## src/mhvs_ram.sv

```systemverilog
// generic single-port-write ram with registered read
module mhvs_ram #(
	parameter int WIDTH = 32,
	parameter int DEPTH = 8
) (
	input  logic                                         clk,
	input  logic                                         we,
	input  logic [((DEPTH > 1) ? $clog2(DEPTH) : 1)-1:0] waddr,
	input  logic [WIDTH-1:0]                             wdata,
	input  logic [((DEPTH > 1) ? $clog2(DEPTH) : 1)-1:0] raddr,
	output logic [WIDTH-1:0]                             rdata
);
	logic [WIDTH-1:0] mem [DEPTH];

	always_ff @(posedge clk) begin
		if (we) mem[waddr] <= wdata;
		rdata <= mem[raddr];
	end
endmodule

```

## config.mk

```make
export PLATFORM = sky130hd
export DESIGN_NAME = mhvs_ram
export DESIGN_NICKNAME = d
export VERILOG_FILES = /design/src/mhvs_ram.sv
export SDC_FILE = /design/constraint.sdc
export NUM_CORES = 1
export LEC_CHECK = 0
export BUFFER_PORTS_ARGS = -buffer_cell sky130_fd_sc_hd__buf_2
export CAP_MARGIN = 25
export CORE_UTILIZATION = 59
export DETAILED_ROUTE_END_ITERATION = 6
export PLACE_DENSITY = 0.78
export SLEW_MARGIN = 25
export SYNTH_ARGS = -nofsm -noshare
export SYNTH_HDL_FRONTEND = slang
export SYNTH_SLANG_ARGS = --single-unit
```

## constraint.sdc

```tcl
create_clock -name clk -period 3.9 [get_ports clk]
set_clock_uncertainty 0.05 [all_clocks]
set_input_delay 0.39 -clock clk [delete_from_list [all_inputs] [get_ports clk]]
set_output_delay 0.39 -clock clk [all_outputs]
set_load 0.01 [all_outputs]
```

* Word-level counts from Yosys, hierarchy flattened
Memories as Yosys holds them, arrays and structs flattened. A register that Yosys moved wholly into a read port is not among the register bits. Cells that the tools add are included.
Storage, ports and cells: bits in registers 0, bits in writable memories 256, bits of input ports 40, output and inout port bits 32, logic and storage cells 3, memories kept 1
Memory list:
- mem | words 8, bits a word 32, rd ports 1, clocked after memory_dff 1, write ports 1, line 13 | logic [WIDTH-1:0] mem [DEPTH];
Cells by class: mux-type cells 2
Operators by type and width (count):
- two-way mux 1 bit | 2

* Depth between registers and ports, before layout
Gate-level depths: netlist of the first run.
depth after elaboration 2, mapped depth 4, mapped depth without buffers 2

* Least setup slack after synthesis of the first run
No wires, ideal clock.
path kind input -> register, start point in waddr[2] in the netlist's numbering, end point mem mem[0][0] (enable), setup time 461 ps, data arrival time 2776 ps, data required time 3389 ps, slack 613 ps, stages 2, path buffers 0, cell sequence nand2b_1 nor3_1
RTL lines:
- start, declared | line 8 | input logic [((DEPTH > 1) ? $clog2(DEPTH) : 1)-1:0] waddr,
- end, declared | line 13
No word-level cell before the write port.

* Worst setup path in the final report of the first run
start point in waddr[2] in the netlist's numbering, end point mem mem[2][16] (enable)
No word-level cell before the write port.

==> results.yml, run 1 <==
outcome:
  status: "finished clean"
layout:
  syn_to_final_growth_pct: 14.6
  fin_cells: 752
  nNetsFinal: 547
  antenna_cells: 0
  drive_above_1_share: 0.353
  fillers: 1050
placement:
  dp_cells: 703
  port_buffers: 71
  hpwl_um: 9210
  gp_congestion: 0.650
pwr:
  p_int_w: 0.00517
  switchingPower_w: 0.00124
  ir_drop_v: 0.000379
  leakagePower_nw: 4.09
  sw_frac_of_total: 0.193
  pwr-share-comb: 0.049
  powerDensity_nw_per_um2: 535
  clockPowerShare: 0.402
  seq_power_share: 0.548
clock_tree:
  cts_tree: "yes"
  cts_hold_buf: 0
  clockBufferDepth: 3
  clkLatencyLatePin_ps: 520
  cts_setup_buffers: 0
  cts-root-buf: "clkbuf_16"
  ctsResizeCount: 0
  numCtsBuffers: 27
  htreeDepth: 1
  path_clk_slew_ps: 60
  clock_sinks: 288
floorplanning:
  num_io_pins: 72
  die_w_um: 135
  die_y_um: 135
  floorplan.initialDensity: 0.605
  rows: 48
  dieArea_um2: 18300
  coreArea_um2: 17300
hold_path:
  hold_path_depth: 1
  hp-start: "wdata[24]"
  hold_path_class: "primary input to flop"
  hold_path_end: "mem[1][24]"
grt:
  grt_max_degree: 65
  track_usage: 0.198
  antenna_found_initial: 0
  grt_pass1_wl_um: 26300
  grt_overflow: 0
  grt_pass1_vias: 4611
synthesis:
  yosys_warnings: 0
  synth_top_area_cell: "edfxtp_1"
  synth_top_flop_cell: "edfxtp_1"
  synth_top_area_frac: 0.734
  synth.cells.most_frequent: "256 x edfxtp_1, 40 x mux4_1, 32 x dfxtp_1, 32 x mux2_2, 24 x mux4_2"
  yosysSeqAreaShare: 0.796
  syn_area_per_cell_um2: 25.2
  synth_area_leaders: "edfxtp_1 73%, mux4_1 10%, dfxtp_1 6.1%"
  synth_area_um2: 10500
  syn_inst: 415
  synth_edf_count: 256
  ys_types: 13
  ys_ff_latch: 288
  synth-async-reset-ratio: 0
  synth.most_common_cell: "edfxtp_1"
  synth_nets: 455
detailed_routing:
  wl_per_cell_um: 22.7
  antenna_left: 0
  dr.pass1.iters: 5
  viasPerCell: 5.86
  drc: 0
  wl_um: 17100
  vias: 4406
  drtIter0Drc: 303
worst_setup_path:
  start_kind: "primary input"
  critPathMaxStageDelay_ps: 760
  crit_chain: "buf_2 -> nand2b_1 -> nor2_4 -> buf_4"
  r2r_slack_ps: 2570
  path_max_fanout: 22
  rr_endpoint: "rdata[7]"
  r2r_start: "mem[0][7]"
  crit_slowest_cell: "nor2_4"
  required_ps: 4050
  reg2reg_depth: 2
  end_kind: "flop"
  cp.arrival_ps: 1930
  path_class: "primary input to flop"
sta:
  slew_headroom: 0.351
  rsz0062_at_grt: "no"
  fmax_mhz: 564
  final.min_clock_period_ps: 1770
  setup_tns_ps: 0
  hold_viol: 0
  finalMaxSlewViolations: 0
  tightestPinTransition_ps: 973
  period_share: 0.454
  setup_viol: 0
flow_run:
  drv_cap: 0
## final cells by class
cell class              instances  area [um2]  share of cell area
flip-flops and latches        288        8330               0.694
multi-input cells             109        2070               0.172
clock inverters                17         185              0.0154
clock buffers                  32         694              0.0579
repair buffers                 81         437              0.0364
well taps                     225         282              0.0235
## power groups by stage
stage	clock [W]	combinational (W)	sequential (W)
finish	0.00258	0.000317	0.00351
global route	0.00274	0.000343	0.00352
CTS	0.00262	0.000325	0.00352
detailed placement	0	0.000324	0.00358
global placement	0	0.000311	0.00357
floorplan	0	0.000176	0.00359
## cells in the final DEF (no fill, tap or decap), drive strengths merged
cell type,n
buf,81
bufinv,4
clkbuf,32
clkinv,13
dfxtp,32
edfxtp,256
mux2,32
mux4,64
nand2,2
nand2b,3
nor2,6
nor3,2
## layer usage
metal,vias to the layer above,wire length [um],GRT usage
li1,1966,-,-
met1,2289,7260,0.283
met2,123,8500,0.317
met3,28,1050,0.0374
met4,0,278,0.0593
met5,-,0,0
## stage by stage
stage / worst slack [ps] / utilization / area, um2 / power (W) / hold WS [ps]
6_report: 2130 / 0.693 / 12000 / 0.00641 / 80.3
5_1_grt: 2080 / 0.693 / 12000 / 0.00661 / 71.1
4_1_cts: 2140 / 0.693 / 12000 / 0.00646 / 63.3
3_5_place_dp: 1610 / 0.642 / 11100 / 0.00390 / 607
3_3_place_gp: 1520 / 0.642 / 11100 / 0.00389 / 592
2_1_floorplan: 613 / - / 10500 / 0.00377 / 439
## critical path: cells and delay by family
family / cells / cell delay, ps
buf+inv: 2 / 470
simple gates: 2 / 1040
## worst max path at each step
stage                         from         end  slack, ps  cells past startpoint
final                     waddr[2]  mem[2][16]       2130                      4
after global routing      waddr[2]  mem[2][16]       2080                      4
after CTS                 waddr[2]  mem[2][16]       2140                      4
after detailed placement  waddr[2]   mem[2][5]       1610                      4
after global placement    raddr[0]    rdata[5]       1520                      3
after floorplan           waddr[2]   mem[0][0]        610                      2
## cells by family (layout without fill, tap and decap cells)
| kind of cell | after synthesis | count (layout) | synth area share |
|---|---|---|---|
| multiplexers | 96 | 96 | 0.186 |
| buffers and inverters | 18 | 130 | 0.0122 |
| AND/OR/NAND/NOR | 13 | 13 | 0.00562 |
| flip-flops | 288 | 288 | 0.796 |
## sequential cells by signal, indices dropped and copies added (netlist names)
signal	cells
mem	256
rdata	32
(Power assumes the default switching activity.)
==> run 2: changes to the inputs <==
clock period = 1.7 ns   (was 3.9 ns; I/O delays follow)
==> results.yml, run 2 (synthesized netlist as in run 1, its figures left out) <==
floorplanning:
  die_w_um: 135
  coreArea_um2: 17300
  num_io_pins: 72
  rows: 48
  die_y_um: 135
  floorplan.initialDensity: 0.605
  dieArea_um2: 18300
layout:
  layout_common_cells: "256 x edfxtp_1, 70 x buf_2, 40 x mux4_1"
  final_common_cell: "edfxtp_1"
  drive_above_1_share: 0.351
  nNetsFinal: 594
  fin_cells: 801
  fin_util: 0.736
  regMostFlops: "mem"
  antenna_cells: 0
  largest_register_ffs: 256
  syn_to_final_growth_pct: 21.6
  largestRegisters: "mem (256), rdata (32)"
sta:
  period_share: 0.833
  finalMaxSlewViolations: 0
  slew_headroom: 0.715
  final.min_clock_period_ps: 1420
  hold_ws_ps: 158
  rsz0062_at_grt: "no"
  tightestPinTransition_ps: 428
  fmax_mhz: 706
  setup_viol: 0
  hold_viol: 0
worst_setup_path:
  end_kind: "flop"
  start_kind: "flop"
  rr_endpoint: "rdata[26]"
  r2r_start: "mem[4][26]"
  required_ps: 2070
  r2r_slack_ps: 280
  reg2reg_depth: 2
  path_class: "flop to flop"
  cp.arrival_ps: 1780
  path_max_fanout: 1
placement:
  gp_congestion: 0.717
  dp_cells: 717
  port_buffers: 71
  hpwl_um: 10600
clock_tree:
  cts_tree: "yes"
  path_clk_slew_ps: 60
  clkLatencyLatePin_ps: 530
  numCtsBuffers: 28
  cts_setup_buffers: 0
  clock_sinks: 288
  clockBufferDepth: 3
  cts-root-buf: "clkbuf_16"
  htreeDepth: 1
detailed_routing:
  route.met3.wl_um: 760
  dr.pass1.iters: 4
  wl_um: 19200
  wl_per_cell_um: 23.9
  vias: 4687
  dr_wl_met2_um: 10200
  antenna_left: 0
  wl_met1_um: 7750
  highest_layer: "met4"
  drtIter0Drc: 312
  drc: 0
  viasPerCell: 5.85
outcome:
  status: "finished clean"
grt:
  grt_pass1_vias: 5065
  antenna_found_initial: 0
  grt_max_degree: 36
  track_usage: 0.226
  grt_pass1_wl_um: 29400
  grt_overflow: 0
pwr:
  p_total_w: 0.0152
  leakagePower_nw: 4.40
  ir_drop_v: 0.00132
  powerDensity_nw_per_um2: 1190
hold_path:
  hold_path_depth: 3
  hold_path_end: "rdata[29]"
  hp-start: "raddr[0]"
  hold_path_class: "primary input to flop"
flow_run:
  drv_cap: 0
## run 2: through the flow
stage	worst slack [ps]	cell area (um2)	setup TNS [ps]
after floorplan	-510	10500	-90400
after global placement	145	11500	0
after detailed placement	59.2	11500	0
after CTS	285	12700	0
after global routing	275	12700	0
final	284	12700	0
## run 2: what timing repair did
| item | in CTS | in global routing |
|---|---|---|
| hold endpoints to repair | 256 | 0 |
| resized for setup | 0 | 0 |
| hold buffers | 32 | 0 |
## run 2: how the worst max path moves through the flow
| stage | depth (start not counted) | startpoint | slack [ps] | endpoint |
|---|---|---|---|---|
| floorplan | 2 | waddr[2] | -510 | mem[1][0] |
| finish | 2 | mem[4][26] | 280 | rdata[26] |
| global route | 2 | mem[4][26] | 270 | rdata[26] |
| global placement | 4 | raddr[0] | 140 | rdata[7] |
| detailed placement | 4 | raddr[0] | 60 | rdata[20] |
| CTS | 2 | mem[4][26] | 280 | rdata[26] |
## run 2: final cells by class
type                            count  area (um2)
Clock inverter                     12         141
Timing Repair Buffer              127        1080
Multi-Input combinational cell    109        2080
Sequential cell                   288        8330
Tap cell                          225         282
Clock buffer                       40         817
Fill cell                         973        4570
## run 2: per-layer routing
layer	global-route usage	vias to the layer above
li1	-	2065
met1	0.282	2471
met2	0.398	117
met3	0.0370	34
met4	0.0855	0
met5	0	-
## run 2: where the power goes
group	switching (W)	internal [W]	leakage (nW)
registers	0.0000781	0.00799	2.60
logic	0.000426	0.000450	1.33
clock network	0.00245	0.00380	0.468
total	0.00295	0.0122	4.40
## run 2: worst max-delay path, cell delays in order (launching register included)
cell	delay (ps)
edfxtp_1	390
mux4_1	570
mux2_2	300
==> run 3: changes to the inputs <==
CORE_UTILIZATION = 54   (was 59)
PLACE_DENSITY = 0.75   (was 0.78)
clock period = 1.2 ns   (was 1.7 ns; I/O delays follow)
==> results.yml, run 3 (synthesized netlist as in run 1, its figures left out) <==
worst_setup_path:
  r2r_start: "mem[7][7]"
  start_kind: "flop"
  rr_endpoint: "rdata[7]"
  crit_slowest_cell: "mux4_2"
  end_kind: "flop"
  r2r_slack_ps: -130
  required_ps: 1560
  cp.arrival_ps: 1680
  crit_chain: "mux4_2 -> mux2_4"
  critPathMaxStageDelay_ps: 500
  path_max_fanout: 1
  reg2reg_depth: 2
  path_class: "flop to flop"
clock_tree:
  clock_sinks: 288
  htreeDepth: 1
  clockBufferDepth: 3
  cts_setup_buffers: 0
  path_clk_slew_ps: 60
  numCtsBuffers: 28
  cts_tree: "yes"
  cts-root-buf: "clkbuf_16"
  clkLatencyLatePin_ps: 520
sta:
  hold_viol: 0
  setup_viol: 32
  final.min_clock_period_ps: 1330
  period_share: 1.10
  slew_headroom: 0.838
  rsz0062_at_grt: "yes"
  fmax_mhz: 755
  finalMaxSlewViolations: 0
  setup_slack_ps: -125
  tightestPinTransition_ps: 243
  hold_ws_ps: 48.9
pwr:
  ir_drop_v: 0.00108
  p_total_w: 0.0209
  leakagePower_nw: 4.38
  powerDensity_nw_per_um2: 1630
floorplanning:
  die_w_um: 141
  dieArea_um2: 19900
  num_io_pins: 72
  floorplan.initialDensity: 0.556
  rows: 50
  die_y_um: 141
  coreArea_um2: 18800
detailed_routing:
  dr.pass1.iters: 4
  antenna_left: 0
  drtIter0Drc: 281
  wl_um: 19000
  wl_per_cell_um: 22.5
  viasPerCell: 5.51
  vias: 4660
  drc: 0
placement:
  port_buffers: 71
  gp_congestion: 0.675
  hpwl_um: 11000
  placed_area_um2: 11500
  dp_cells: 763
layout:
  syn_to_final_growth_pct: 22.1
  regArea_um2: 8330
  fillers: 1111
  regMostFlops: "mem"
  final_area_um2: 12800
  drive_above_1_share: 0.433
  final_common_cell: "edfxtp_1"
  multi_input_area_um2: 2070
  largestRegisters: "mem (256), rdata (32)"
  largest_register_ffs: 256
  nNetsFinal: 605
  fin_cells: 845
  layout_common_cells: "256 x edfxtp_1, 68 x buf_2, 63 x mux4_2"
grt:
  grt_pass1_vias: 5061
  grt_max_degree: 33
  track_usage: 0.202
  grt_overflow: 0
  antenna_found_initial: 1
  grt_pass1_wl_um: 29300
hold_path:
  hold_path_class: "primary input to flop"
  hold_path_depth: 3
  hp-start: "raddr[1]"
  hold_path_end: "rdata[29]"
outcome:
  violations: "setup timing"
  status: "finished with violations"
flow_run:
  drv_cap: 0
-- run 3: changes by cell type in the layout (fill, tap and decap cells not counted), moves of 3 or more --
| cell | before | now |
|---|---|---|
| mux4_2 | 24 | 63 |
| nand2b_4 | 0 | 3 |
| mux4_1 | 40 | 1 |
| dfxtp_2 | 0 | 5 |
| mux2_4 | 0 | 27 |
| clkbuf_1 | 6 | 9 |
| nand2b_1 | 3 | 0 |
| clkbuf_8 | 5 | 1 |
| dfxtp_1 | 32 | 27 |
| buf_4 | 7 | 17 |
| mux2_2 | 32 | 5 |
-- run 3: worst max path at each step --
stage / end / start
CTS: rdata[7] / mem[7][7]
global route: rdata[7] / mem[2][7]
floorplan: mem[0][0] / waddr[2]
global placement: rdata[31] / raddr[0]
detailed placement: rdata[31] / raddr[0]
finish: rdata[7] / mem[7][7]
-- run 3: area by class of cell --
| class | instances | area share |
|---|---|---|
| timing repair buffer | 138 | 0.0939 |
| clock inverter | 10 | 0.00539 |
| tap | 260 | 0.0255 |
| multi-input combinational | 109 | 0.162 |
| clock buffer | 39 | 0.0605 |
| sequential | 288 | 0.652 |
| antenna | 1 | 0.000196 |
-- run 3: metrics by stage --
stage          TNS, ps  utilization  setup slack, ps
6_report         -2710        0.678             -125
3_3_place_gp    -20470        0.611             -317
4_1_cts          -2840        0.677             -121
3_5_place_dp    -24240        0.611             -377
5_1_grt          -3520        0.678             -152
2_1_floorplan   -29060            -             -396
-- run 3: timing repair --
item | in CTS | in global routing
hold endpoints to repair | 256 | 0
pin swaps | 0 | 0
resized for setup | 27 | 10
endpoints found under the setup margin | 34 | 36
hold buffers | 32 | 0
-- run 3: worst max-delay path: cells and delay by family (launching register included) --
family | cells | cell delay (ps)
multiplexers | 2 | 770
flip-flops | 1 | 390
-- run 3: metal layers --
| metal | routed length [um] | track usage | part of all wire | vias up |
|---|---|---|---|---|
| met4 | 424 | 0.0704 | 0.022 | 0 |
| met3 | 1230 | 0.0350 | 0.065 | 36 |
| met2 | 9820 | 0.346 | 0.52 | 176 |
| met1 | 7500 | 0.262 | 0.40 | 2399 |
| met5 | 0 | 0 | 0 | - |
| li1 | - | - | - | 2049 |
-- run 3: report_power, final --
part / internal, W / switching [W]
registers: 0.0113 / 0.000109
clock network: 0.00467 / 0.00335
logic: 0.000751 / 0.000646
